==> src/sv/first_fit_heap_allocator_defines.svh <==
// Assertion macros used by the heap allocator sequencer RTL.
`ifndef FIRST_FIT_HEAP_ALLOCATOR_DEFINES_SVH
`define FIRST_FIT_HEAP_ALLOCATOR_DEFINES_SVH

// Condition that holds at every clock edge out of reset
`define FFHA_ALWAYS(label, cond, msg) \
  label: assert property (@(posedge clk) disable iff (rst) (cond)) else $error(msg);

// Consequence that holds in the same cycle as the antecedent
`define FFHA_IMPLIES(label, ante, cons, msg) \
  label: assert property (@(posedge clk) disable iff (rst) (ante) |-> (cons)) \
    else $error(msg);

// Consequence that holds in the cycle after the antecedent
`define FFHA_NEXT(label, ante, cons, msg) \
  label: assert property (@(posedge clk) disable iff (rst) (ante) |=> (cons)) \
    else $error(msg);

`endif

==> src/sv/ffha_pkg.sv <==
// Types, constants and codes shared by the heap allocator modules.
package ffha_pkg;

  localparam int MAX_SEG = 64;
  localparam int IDX_W   = $clog2(MAX_SEG);
  localparam int CNT_W   = IDX_W + 1;
  localparam int HDR     = 24;
  localparam int ADDR_W  = 48;
  localparam int SIZE_W  = 32;

  localparam logic [CNT_W-1:0]  MAX_CNT    = CNT_W'(MAX_SEG);
  localparam logic [31:0]       HDR32      = 32'(HDR);
  localparam logic [33:0]       HDR34      = 34'(HDR);
  localparam logic [33:0]       MIN_SPLIT  = 34'(HDR + 16);
  localparam logic [47:0]       HDR48      = 48'(HDR);
  localparam logic [31:0]       BYTES_RST  = 32'd1048576;

  // Request kinds
  localparam logic [1:0] K_ALLOC  = 2'd0;
  localparam logic [1:0] K_FREE   = 2'd1;
  localparam logic [1:0] K_RESIZE = 2'd2;
  localparam logic [1:0] K_UNUSED = 2'd3;

  // Result status codes
  localparam logic [1:0] ST_OK      = 2'd0;
  localparam logic [1:0] ST_NULL    = 2'd1;
  localparam logic [1:0] ST_OOM     = 2'd2;
  localparam logic [1:0] ST_UNKNOWN = 2'd3;

  // Configuration register indexes
  localparam logic REG_BASE  = 1'b0;
  localparam logic REG_BYTES = 1'b1;

  typedef struct packed {
    logic        free;
    logic [31:0] len;
    logic [31:0] off;
  } seg_t;

  localparam int SEG_W = $bits(seg_t);

  typedef struct packed {
    logic [31:0] copy_bytes;
    logic [47:0] copy_from;
    logic [1:0]  status;
    logic [47:0] result_addr;
  } res_t;

  typedef struct packed {
    logic             we;
    logic [IDX_W-1:0] waddr;
    seg_t             wdata;
    logic             re;
    logic [IDX_W-1:0] raddr;
  } mem_req_t;

endpackage

==> src/sv/ffha_ctrl.sv <==
// Request sequencer: scans, splits, shifts and coalesces the segment table.
`include "first_fit_heap_allocator_defines.svh"

module ffha_ctrl (
  input  logic                          clk,
  input  logic                          rst,
  input  logic                          cfg_we,
  input  logic                          cfg_addr,
  input  logic [47:0]                   cfg_data,
  input  logic                          in_valid,
  output logic                          in_ready,
  input  logic [1:0]                    in_kind,
  input  logic [47:0]                   in_addr,
  input  logic [31:0]                   in_size,
  output logic                          res_valid,
  output ffha_pkg::res_t                res,
  input  logic                          res_taken,
  output ffha_pkg::mem_req_t            mem_req,
  input  logic [ffha_pkg::SEG_W-1:0]    mem_rdata
);

  localparam logic [4:0] S_IDLE   = 5'd0;
  localparam logic [4:0] S_INIT   = 5'd1;
  localparam logic [4:0] S_F_RD   = 5'd2;
  localparam logic [4:0] S_F_CHK  = 5'd3;
  localparam logic [4:0] S_A_RD   = 5'd4;
  localparam logic [4:0] S_A_CHK  = 5'd5;
  localparam logic [4:0] S_N_RD   = 5'd6;
  localparam logic [4:0] S_N_CHK  = 5'd7;
  localparam logic [4:0] S_SH_RD  = 5'd8;
  localparam logic [4:0] S_SH_WR  = 5'd9;
  localparam logic [4:0] S_INS    = 5'd10;
  localparam logic [4:0] S_WR_I   = 5'd11;
  localparam logic [4:0] S_RM_RD  = 5'd12;
  localparam logic [4:0] S_RM_WR  = 5'd13;
  localparam logic [4:0] S_CO_RD0 = 5'd14;
  localparam logic [4:0] S_CO_LD  = 5'd15;
  localparam logic [4:0] S_CO_RD  = 5'd16;
  localparam logic [4:0] S_CO_MG  = 5'd17;
  localparam logic [4:0] S_CO_END = 5'd18;
  localparam logic [4:0] S_DONE   = 5'd19;

  logic [4:0]                   st;
  logic [4:0]                   wr_next;
  logic [47:0]                  heap_base;
  logic [31:0]                  heap_bytes;
  logic [1:0]                   kind_r;
  logic [47:0]                  addr_r;
  logic [31:0]                  size_r;
  logic [32:0]                  need_r;
  logic [ffha_pkg::CNT_W-1:0]   cnt;
  logic [ffha_pkg::CNT_W-1:0]   idx;
  logic [ffha_pkg::CNT_W-1:0]   j;
  logic [ffha_pkg::IDX_W-1:0]   hit;
  logic                         moving;
  logic                         e_free;
  logic [31:0]                  e_off;
  logic [31:0]                  e_len;
  logic [31:0]                  n_off;
  logic [31:0]                  n_len;
  logic [31:0]                  old_len;
  ffha_pkg::seg_t               cur;
  ffha_pkg::res_t               res_r;

  ffha_pkg::seg_t               rd;
  logic [32:0]                  need_in;
  logic [47:0]                  rd_payload;
  logic                         rd_fit;
  logic                         rd_split;
  logic [33:0]                  grow_sum;
  logic [33:0]                  grow_left;
  logic [ffha_pkg::CNT_W-1:0]   hit_p1;
  logic [31:0]                  init_len;
  logic                         in_fire;
  logic                         f_release;

  assign rd         = ffha_pkg::seg_t'(mem_rdata);
  assign need_in    = ({1'b0, in_size} + 33'd15) & ~33'd15;
  assign rd_payload = heap_base + {16'b0, rd.off} + ffha_pkg::HDR48;
  assign rd_fit     = rd.free && ({1'b0, rd.len} >= need_r);
  assign rd_split   = ({2'b0, rd.len} >= ({1'b0, need_r} + ffha_pkg::MIN_SPLIT))
                      && (cnt < ffha_pkg::MAX_CNT);
  assign grow_sum   = {2'b0, e_len} + ffha_pkg::HDR34 + {2'b0, rd.len};
  assign grow_left  = grow_sum - {1'b0, need_r};
  assign hit_p1     = {1'b0, hit} + ffha_pkg::CNT_W'(1);
  assign init_len   = (heap_bytes > ffha_pkg::HDR32) ? (heap_bytes - ffha_pkg::HDR32) : 32'd0;
  assign f_release  = moving || (kind_r == ffha_pkg::K_FREE) || (size_r == 32'd0);
  assign in_ready   = (st == S_IDLE);
  assign in_fire    = in_valid && in_ready;
  assign res_valid  = (st == S_DONE);
  assign res        = res_r;

  // drive the table memory from the current step
  always_comb begin
    mem_req       = '0;
    mem_req.raddr = idx[ffha_pkg::IDX_W-1:0];
    case (st)
      S_INIT: begin
        mem_req.we    = 1'b1;
        mem_req.waddr = '0;
        mem_req.wdata = '{free: 1'b1, len: init_len, off: 32'd0};
      end
      S_F_RD, S_A_RD, S_CO_RD: begin
        mem_req.re = 1'b1;
      end
      S_N_RD: begin
        mem_req.re    = 1'b1;
        mem_req.raddr = hit_p1[ffha_pkg::IDX_W-1:0];
      end
      S_SH_RD: begin
        mem_req.re    = 1'b1;
        mem_req.raddr = ffha_pkg::IDX_W'(j - ffha_pkg::CNT_W'(1));
      end
      S_SH_WR, S_RM_WR: begin
        mem_req.we    = 1'b1;
        mem_req.waddr = j[ffha_pkg::IDX_W-1:0];
        mem_req.wdata = rd;
      end
      S_INS: begin
        mem_req.we    = 1'b1;
        mem_req.waddr = hit_p1[ffha_pkg::IDX_W-1:0];
        mem_req.wdata = '{free: 1'b1, len: n_len, off: n_off};
      end
      S_WR_I: begin
        mem_req.we    = 1'b1;
        mem_req.waddr = hit;
        mem_req.wdata = '{free: e_free, len: e_len, off: e_off};
      end
      S_RM_RD: begin
        mem_req.re    = 1'b1;
        mem_req.raddr = ffha_pkg::IDX_W'(j + ffha_pkg::CNT_W'(1));
      end
      S_CO_RD0: begin
        mem_req.re    = 1'b1;
        mem_req.raddr = '0;
      end
      S_CO_MG: begin
        mem_req.we    = !(cur.free && rd.free);
        mem_req.waddr = j[ffha_pkg::IDX_W-1:0];
        mem_req.wdata = cur;
      end
      S_CO_END: begin
        mem_req.we    = 1'b1;
        mem_req.waddr = j[ffha_pkg::IDX_W-1:0];
        mem_req.wdata = cur;
      end
      default: begin
      end
    endcase
  end

  // sequence one request through the table
  always_ff @(posedge clk) begin
    if (rst) begin
      st         <= S_INIT;
      cnt        <= ffha_pkg::CNT_W'(1);
      heap_base  <= '0;
      heap_bytes <= ffha_pkg::BYTES_RST;
      moving     <= 1'b0;
    end else if (cfg_we) begin
      // re-initialise the table after any register write
      if (cfg_addr == ffha_pkg::REG_BASE) begin
        heap_base <= cfg_data;
      end else begin
        heap_bytes <= cfg_data[31:0];
      end
      st <= S_INIT;
    end else begin
      case (st)
        S_INIT: begin
          cnt <= ffha_pkg::CNT_W'(1);
          st  <= S_IDLE;
        end
        S_IDLE: begin
          if (in_fire) begin
            kind_r <= in_kind;
            addr_r <= in_addr;
            size_r <= in_size;
            need_r <= need_in;
            moving <= 1'b0;
            idx    <= '0;
            res_r  <= '{copy_bytes: 32'd0, copy_from: 48'd0,
                        status: ffha_pkg::ST_NULL, result_addr: 48'd0};
            if (in_kind == ffha_pkg::K_ALLOC) begin
              st <= (in_size == 32'd0) ? S_DONE : S_A_RD;
            end else if (in_kind == ffha_pkg::K_FREE) begin
              st <= (in_addr == 48'd0) ? S_DONE : S_F_RD;
            end else if (in_kind == ffha_pkg::K_RESIZE) begin
              if (in_addr != 48'd0) begin
                st <= S_F_RD;
              end else begin
                st <= (in_size == 32'd0) ? S_DONE : S_A_RD;
              end
            end else begin
              st <= S_DONE;
            end
          end
        end
        // look for the allocated segment whose payload is addr
        S_F_RD: begin
          if (idx < cnt) begin
            st <= S_F_CHK;
          end else begin
            if (!moving) begin
              res_r.status <= ffha_pkg::ST_UNKNOWN;
            end
            st <= S_DONE;
          end
        end
        S_F_CHK: begin
          if (!rd.free && (rd_payload == addr_r)) begin
            hit    <= idx[ffha_pkg::IDX_W-1:0];
            e_off  <= rd.off;
            e_free <= f_release;
            n_off  <= rd.off + ffha_pkg::HDR32 + need_r[31:0];
            n_len  <= rd.len - need_r[31:0] - ffha_pkg::HDR32;
            if (f_release) begin
              // release the block and merge free runs
              e_len   <= rd.len;
              wr_next <= S_CO_RD0;
              st      <= S_WR_I;
              if (!moving) begin
                res_r.status <= (kind_r == ffha_pkg::K_FREE) ? ffha_pkg::ST_OK
                                                             : ffha_pkg::ST_NULL;
              end
            end else if (need_r <= {1'b0, rd.len}) begin
              // shrink in place
              res_r.status      <= ffha_pkg::ST_OK;
              res_r.result_addr <= addr_r;
              if (rd_split) begin
                e_len   <= need_r[31:0];
                j       <= cnt;
                cnt     <= cnt + ffha_pkg::CNT_W'(1);
                wr_next <= S_DONE;
                st      <= S_SH_RD;
              end else begin
                st <= S_DONE;
              end
            end else if ((idx + ffha_pkg::CNT_W'(1)) < cnt) begin
              e_len <= rd.len;
              st    <= S_N_RD;
            end else begin
              moving  <= 1'b1;
              old_len <= rd.len;
              idx     <= '0;
              st      <= S_A_RD;
            end
          end else begin
            idx <= idx + ffha_pkg::CNT_W'(1);
            st  <= S_F_RD;
          end
        end
        S_N_RD: begin
          st <= S_N_CHK;
        end
        // try to grow into the free successor
        S_N_CHK: begin
          if (rd.free && (grow_sum >= {1'b0, need_r})) begin
            res_r.status      <= ffha_pkg::ST_OK;
            res_r.result_addr <= addr_r;
            if (grow_left >= ffha_pkg::MIN_SPLIT) begin
              n_off   <= e_off + ffha_pkg::HDR32 + need_r[31:0];
              n_len   <= 32'(grow_left - ffha_pkg::HDR34);
              e_len   <= need_r[31:0];
              wr_next <= S_DONE;
              st      <= S_INS;
            end else begin
              e_len   <= grow_sum[31:0];
              wr_next <= S_RM_RD;
              st      <= S_WR_I;
            end
          end else begin
            moving  <= 1'b1;
            old_len <= e_len;
            idx     <= '0;
            st      <= S_A_RD;
          end
        end
        // first-fit scan
        S_A_RD: begin
          if (idx < cnt) begin
            st <= S_A_CHK;
          end else begin
            res_r.status      <= ffha_pkg::ST_OOM;
            res_r.result_addr <= 48'd0;
            st                <= S_DONE;
          end
        end
        S_A_CHK: begin
          if (rd_fit) begin
            hit               <= idx[ffha_pkg::IDX_W-1:0];
            e_off             <= rd.off;
            e_len             <= rd_split ? need_r[31:0] : rd.len;
            e_free            <= 1'b0;
            n_off             <= rd.off + ffha_pkg::HDR32 + need_r[31:0];
            n_len             <= rd.len - need_r[31:0] - ffha_pkg::HDR32;
            res_r.status      <= ffha_pkg::ST_OK;
            res_r.result_addr <= rd_payload;
            if (moving) begin
              res_r.copy_from  <= addr_r;
              res_r.copy_bytes <= old_len;
              wr_next          <= S_F_RD;
            end else begin
              wr_next <= S_DONE;
            end
            if (rd_split) begin
              j     <= cnt;
              cnt   <= cnt + ffha_pkg::CNT_W'(1);
              st    <= S_SH_RD;
            end else begin
              st <= S_WR_I;
            end
          end else begin
            idx <= idx + ffha_pkg::CNT_W'(1);
            st  <= S_A_RD;
          end
        end
        // open a slot after the hit entry, moving each entry up with a read and then a write
        S_SH_RD: begin
          st <= (j > hit_p1) ? S_SH_WR : S_INS;
        end
        S_SH_WR: begin
          j  <= j - ffha_pkg::CNT_W'(1);
          st <= S_SH_RD;
        end
        S_INS: begin
          st <= S_WR_I;
        end
        S_WR_I: begin
          idx <= '0;
          j   <= hit_p1;
          st  <= wr_next;
        end
        // close the gap left by a merged successor
        S_RM_RD: begin
          if (j + ffha_pkg::CNT_W'(1) < cnt) begin
            st <= S_RM_WR;
          end else begin
            cnt <= cnt - ffha_pkg::CNT_W'(1);
            st  <= S_DONE;
          end
        end
        S_RM_WR: begin
          j  <= j + ffha_pkg::CNT_W'(1);
          st <= S_RM_RD;
        end
        // compact the table, merging runs of free segments
        S_CO_RD0: begin
          st <= S_CO_LD;
        end
        S_CO_LD: begin
          cur <= rd;
          idx <= ffha_pkg::CNT_W'(1);
          j   <= '0;
          st  <= S_CO_RD;
        end
        S_CO_RD: begin
          st <= (idx < cnt) ? S_CO_MG : S_CO_END;
        end
        S_CO_MG: begin
          if (cur.free && rd.free) begin
            cur.len <= cur.len + ffha_pkg::HDR32 + rd.len;
          end else begin
            cur <= rd;
            j   <= j + ffha_pkg::CNT_W'(1);
          end
          idx <= idx + ffha_pkg::CNT_W'(1);
          st  <= S_CO_RD;
        end
        S_CO_END: begin
          cnt <= j + ffha_pkg::CNT_W'(1);
          st  <= S_DONE;
        end
        S_DONE: begin
          if (res_taken) begin
            st <= S_IDLE;
          end
        end
        default: begin
          st <= S_IDLE;
        end
      endcase
    end
  end

  `FFHA_ALWAYS(a_cnt_range, (cnt != '0) && (cnt <= ffha_pkg::MAX_CNT), "bad segment count")
  `FFHA_ALWAYS(a_no_rw_clash, !(mem_req.we && mem_req.re), "table read and write in one cycle")
  `FFHA_NEXT(a_busy_after_accept, in_fire && !cfg_we, st != S_IDLE, "accepted item left no work")
  `FFHA_NEXT(a_hold_res, (st == S_DONE) && !res_taken && !cfg_we, st == S_DONE, "result dropped")

endmodule

==> config.mk <==
export PLATFORM = sky130hd
export DESIGN_NAME = ffha_ctrl
export DESIGN_NICKNAME = d
export VERILOG_FILES = /design/src/sv/ffha_pkg.sv /design/src/sv/ffha_ctrl.sv
export VERILOG_INCLUDE_DIRS = /design/src /design/src/sv
export SDC_FILE = /design/constraint.sdc
export NUM_CORES = 2
export LEC_CHECK = 0
export ABC_AREA = 1
export BUFFER_PORTS_ARGS = -buffer_cell sky130_fd_sc_hd__buf_2
export CAP_MARGIN = 20
export CORE_MARGIN = 2
export CORE_UTILIZATION = 38
export DETAILED_ROUTE_END_ITERATION = 16
export HOLD_SLACK_MARGIN = 0.15
export MAX_ROUTING_LAYER = met4
export PLACE_DENSITY = 0.56
export SYNTH_ARGS = -nofsm -noshare
export SYNTH_HDL_FRONTEND = slang
export SYNTH_SLANG_ARGS = --single-unit
==> constraint.sdc <==
create_clock -name clk -period 13.4 [get_ports clk]
set_input_delay 0.67 -clock clk [delete_from_list [all_inputs] [get_ports clk]]
set_output_delay 0.67 -clock clk [all_outputs]
set_load 0.03 [all_outputs]
Word-level counts from Yosys, hierarchy flattened
Index checks and enable logic that the tools add are counted.
{ "totals": {"memories": 0, "word_cells": 281, "reg_bits": 585, "ramBits": 0, "rom_bits": 0, "latch_bits": 0, "in_bits": 201} }
{ "op_classes": {"order_cmp": 11, "n_eq_ne": 49, "add_sub_neg": 23, "muxes": 120, "n_mul": 0, "n_bitwise": 3, "div": 0, "shifts": 0, "n_reduce_logical": 49} }
{ "op_table": {"columns": ["cell", "n"], "rows": [
  ["32-bit two-way mux", 27],
  ["72-bit case mux with 6 select lines", 1],
  ["32-bit case mux with 3 select lines", 3],
  ["130-bit two-way mux", 2],
  ["48-bit case mux with 5 select lines", 1],
  ["50-bit two-way mux", 4],
  ["80-bit case mux with 2 select lines", 1],
  ["7-bit two-way mux", 19],
  ["65-bit case mux with 2 select lines", 1],
  ["32-bit case mux with 2 select lines", 2],
  ["5-bit two-way mux", 23],
  ["7-bit case mux with 7 select lines", 2],
  ["32-bit adder", 3],
  ["32-bit by 5-bit adder with 32-bit output, second input constant", 3],
  ["32-bit by 5-bit subtractor with 32-bit output, second input constant", 3],
  ["5-bit case mux with 18 select lines", 1],
  ["80-bit two-way mux", 1],
  ["32-bit zero test", 2],
  ["48-bit by 32-bit adder with 48-bit output", 1],
  ["48-bit by 5-bit adder with 48-bit output, second input constant", 1],
  ["48-bit equality test", 1],
  ["48-bit zero test", 1],
  ["48-bit two-way mux", 1],
  ["48-bit nonzero test", 1],
  ["63 further kinds", 150]
]} }

Depth between registers and ports, before layout
{ "depth": {"ltp_word": 8, "depth_mapped": 33, "ltp_nobuf": 33} }

Worst setup path before layout
Ideal clock, no wire load.
{ "synth_timing": {"kind": "input to register", "start": "in mem_rdata[56] (netlist bit)", "end": "reg res_r (netlist bit res[100]) (enable)", "setup_ns": 0.715, "path_buffers": 0, "cell_stages": 14, "slack_ns": 2.907, "t_arrival_ns": 9.778, "cell_sequence": "inv_1 ha_1 inv_1 nor4_1 nand2_1 nor2_1 nand4_1 nand2_1 nand2_1 nand2_1 inv_1 nor2_1 inv_1 nor4_1"} }
{ "synth_between": {"elab_chain_len": 4} }
{ "synth_lines": {"columns": ["item", "line_no", "source"], "rows": [
  ["from (decl)", "ffha_ctrl.sv:19", "input logic [ffha_pkg::SEG_W-1:0] mem_rdata"],
  ["32-bit by 33-bit >= comparator with 1-bit output", "ffha_ctrl.sv:80", "assign rd_fit = rd.free && ({1'b0, rd.len} >= need_r);"],
  ["1-bit logical AND", "ffha_ctrl.sv:80", null],
  ["2-bit != test (no source line)", null, null],
  ["6-bit AND reduction (no source line)", null, null],
  ["to (signal assigned)", "ffha_ctrl.sv:182", "res_r <= '{copy_bytes: 32'd0, copy_from: 48'd0,"],
  ["to (decl)", "ffha_ctrl.sv:63", "ffha_pkg::res_t res_r;"]
]} }
No other way between the ends.
A chain may end at the register's enable or synchronous reset.

Final worst setup path
{ "layout_timing": {"start": "reg e_len[1]", "end": "reg n_off[31] (enable)"} }
{ "layout_between": {"elab_chain_len": 6, "elab_cells_between_ends": 9} }
{ "layout_lines": {"columns": ["item", "line_no", "source"], "rows": [
  ["from (decl)", "ffha_ctrl.sv:58", "logic [31:0] e_len;"],
  ["from (signal assigned)", "ffha_ctrl.sv:219", "e_len <= rd.len;"],
  ["from (signal assigned)", "ffha_ctrl.sv:231", "e_len <= need_r[31:0];"],
  ["from (signal assigned)", "ffha_ctrl.sv:240", "e_len <= rd.len;"],
  ["32-bit by 5-bit adder with 33-bit output *", "ffha_ctrl.sv:83", "assign grow_sum = {2'b0, e_len} + ffha_pkg::HDR34 + {2'b0, rd.len};"],
  ["33-bit by 32-bit adder with 34-bit output *", "ffha_ctrl.sv:83", null],
  ["34-bit by 33-bit subtractor with 34-bit output / 34-bit by 33-bit >= comparator with 1-bit output (equally long branches)", "ffha_ctrl.sv:84, ffha_ctrl.sv:258", null],
  ["34-bit by 6-bit >= comparator with 1-bit output / 1-bit logical AND (equally long branches)", "ffha_ctrl.sv:261, ffha_ctrl.sv:258", null],
  ["2-bit != test (no source line)", null, null],
  ["7-bit AND reduction (no source line) *", null, null],
  ["to (signal assigned)", "ffha_ctrl.sv:215", "n_off <= rd.off + ffha_pkg::HDR32 + need_r[31:0];"],
  ["to (signal assigned)", "ffha_ctrl.sv:262", "n_off <= e_off + ffha_pkg::HDR32 + need_r[31:0];"],
  ["to (signal assigned)", "ffha_ctrl.sv:295", "n_off <= rd.off + ffha_pkg::HDR32 + need_r[31:0];"],
  ["to (decl)", "ffha_ctrl.sv:59", "logic [31:0] n_off;"]
]} }
Every way passes the cells marked *; elsewhere a longest branch is shown, timed or not.

==> out/qor.csv <==
metric;value;unit
yosys.area.top_type;edfxtp_1;
ys_seq_area_share;36.01;%
fin_crit;7.042;ns
portBuffers;411;
power_frac_comb;24.2;%
cts_buffers;75;
cp_common_cell;a21oi_1;
cellInternalPower;0.003552;W
ys_warn_count;0;
maxSlewViolCount;0;
ctsHoldBuffers;40;
synth_xor_xnor_area_share;3.805;%
synth_nets;6682;
power.density;101.9;mW/mm^2
cap_violations;0;
finalCritPeriodShare;52.55;%
die_w;352.1;um
routedWlPerCell;24.67;um
antenna_left;0;
syn_to_final_growth;14.95;%
ctsHtreeMaxLevel;3;
start_kind;flip-flop;
clkTransAtPathRegs;0.06;ns
syn_inst;5997;
grt_max_degree;81;
cp_slowest_stage_delay;0.58;ns
synth_seq_cells;583;
drc;0;
max-slew-margin-rel;22.07;%
layout.nets;7124;
fmax;142.0;MHz
via_per_inst;5.539;
worst_slew_pin_slew;1.169;ns
cts_buffer_depth;3;
post_cts_resized;0;
clock-sinks;583;
worst_slack;6.358;ns
num_vias;44990;
cp-end-kind;flip-flop;
fp.dieArea;0.1239;sq mm
drtPass1Iterations;6;
cp_slowest_cell;nand4_1;
power_switching;0.001838;W
ys_types;77;
grt_pass1_wl;287300;um
syn-mean-instance-area;7.676;sq um
critPathArrivalTime;7.31;ns
synth_top_family_by_area;simple AND/OR/NAND/NOR gates;
coreArea;0.1201;sq mm
die_y;352.1;um
totalWireLength;200300;um
synthAdderAreaFrac;13.50;%
finalHoldViolCount;0;
cts_tree;built;
synth-compound-area-share;13.57;%
leakage;24.16;nW
preCtsSetupSlack;5.802;ns
seqPwrFrac;37.8;%
boundaryPins;412;
synth_flop_cell;edfxtp_1;
setup_tns;0;ns
cts_root_buf;clkbuf_16;
initial_core_util;38.32;%
total_power;0.005390;W
p_clk_share;38.0;%
required;13.67;ns
post-cts-setup-buffers;0;
synth-simple-area-share;25.25;%
synth_area_leaders;edfxtp_1 32%, ha_1 13%, nand2_1 11%;
ir_worst_vdd;0.09878;mV
skew;0.03289;ns
dp_hpwl;161400;um
grt_pass1_vias;42810;
status;completed;
criticalPathCategory;flip-flop to flip-flop;
rows;127;
synth_edf_count;490;
grt_util_all_layers;32.26;%
syn_area;0.04604;sq mm
synth_top_area_share;31.96;%
worst-path-max-fanout;64;
globalRouteOverflowTotal;0;
antenna_found_initial;16;
p_sw_share;34.10;%
synth_mux_area_share;0.02174;%
hp-class;input pin to flip-flop;
insertion_delay;0.70;ns
final-setup-viol-count;0;
rsz0062_at_grt;no;
drtIter0Drc;4865;
synthArstFlopShare;0;%
gp_congestion;1.011;
drive_above_1_share;11.20;%
[placed cells by master, fill, tap and decap left out, types with 93 or more instances in the layout]
cell	instances
nand3_1	331
buf_2	411
edfxtp_1	490
o21ai_0	431
a21oi_1	399
dfxtp_1	93
nor2_1	648
nand2_1	1292
nand4_1	131
ha_1	463
xor2_1	123
inv_1	795
[power groups by stage]
stage / Clock, W / Sequential [W] / Combinational [W]
floorplan: 0 / 0.00208 / 0.000785
global placement: 0 / 0.00207 / 0.00127
detailed placement: 0 / 0.00207 / 0.00126
CTS: 0.00208 / 0.00204 / 0.00128
global route: 0.00215 / 0.00204 / 0.00142
finish: 0.00205 / 0.00204 / 0.00131
[Yosys cell counts, types with 24 or more instances]
master,count
nand2_1,1294
nand3_1,331
nor2_1,658
nand2_2,28
dfxtp_1,93
nor4_1,52
xor2_1,123
edfxtp_1,490
clkbuf_1,118
o21ai_0,431
o211ai_1,24
o22ai_1,57
xnor2_1,63
nor3_1,66
ha_1,463
a21oi_1,399
nand4_1,131
inv_1,798
o21a_1,25
[flip-flops by register name, indices dropped and copies added (netlist names), 3 cells and up]
name        flops
n_off          32
res           130
old_len        32
heap_base      48
n_len          32
cur            65
addr_r         48
wr_next         3
size_r         32
heap_bytes     32
st              5
idx             7
e_off          32
e_len          32
cnt             7
need_r         29
hit             6
j               7
[area by class of cell]
type / instances / area (sq um)
inverter: 816 / 3067
multi-input combinational: 4462 / 25950
sequential: 583 / 16580
antenna: 8 / 20.02
clock buffer: 94 / 2042
clock inverter: 45 / 380.4
timing repair buffer: 501 / 2865
fill: 12430 / 67210
tap: 1612 / 2017
[kinds of logic (layout without fill, tap and decap cells)]
family,after synthesis,count (layout)
compound gates,1110,1110
xor+xnor,192,192
fa+ha+maj,484,484
buf+inv,952,1456
flops,583,583
mux,1,1
other cells,0,8
simple gates,2675,2675
[per-layer routing]
metal  up-vias  GRT usage [%]  wire length [um]
li1      21280              -                 -
met1     21540          44.67             90740
met2      1911          48.26             86570
met3       257          5.780             16900
met4         0          8.915              6095
met5         -              -                 0
[critical path: cells and delay by family (launching register included)]
kind                       cells  cell delay, ns
and+or+nand+nor                9            1.98
AOI/OAI and AO/OA              8            1.90
adders and majority gates      4            1.14
buffers and inverters          2            0.55
xor gates and xnor gates       2            0.54
DFF                            1            0.40
[path summary, 6_finish.rpt]
path / end / slack, ns / cells past startpoint / startpoint
max: n_off[31] / 6.36 / 25 / e_len[1]
min: addr_r[40] / 0.19 / 1 / in_addr[40]
max reg2reg: n_off[31] / 6.36 / 25 / e_len[1]
min reg2reg: heap_base[3] / 0.46 / 2 / heap_base[3]
[metrics by stage]
step                      utilization (%)  hold WS, ns  instances  instance area (sq um)
after floorplan                         -       0.4331       5997                  46040
after global placement              41.64       0.4456       7931                  50020
after detailed placement            41.66       0.4520       7933                  50050
after CTS                           44.01       0.1504       8112                  52870
after global routing                44.04       0.1610       8118                  52910
final                               44.05       0.1935       8121                  52920
Power figures use the tool's default switching activity.
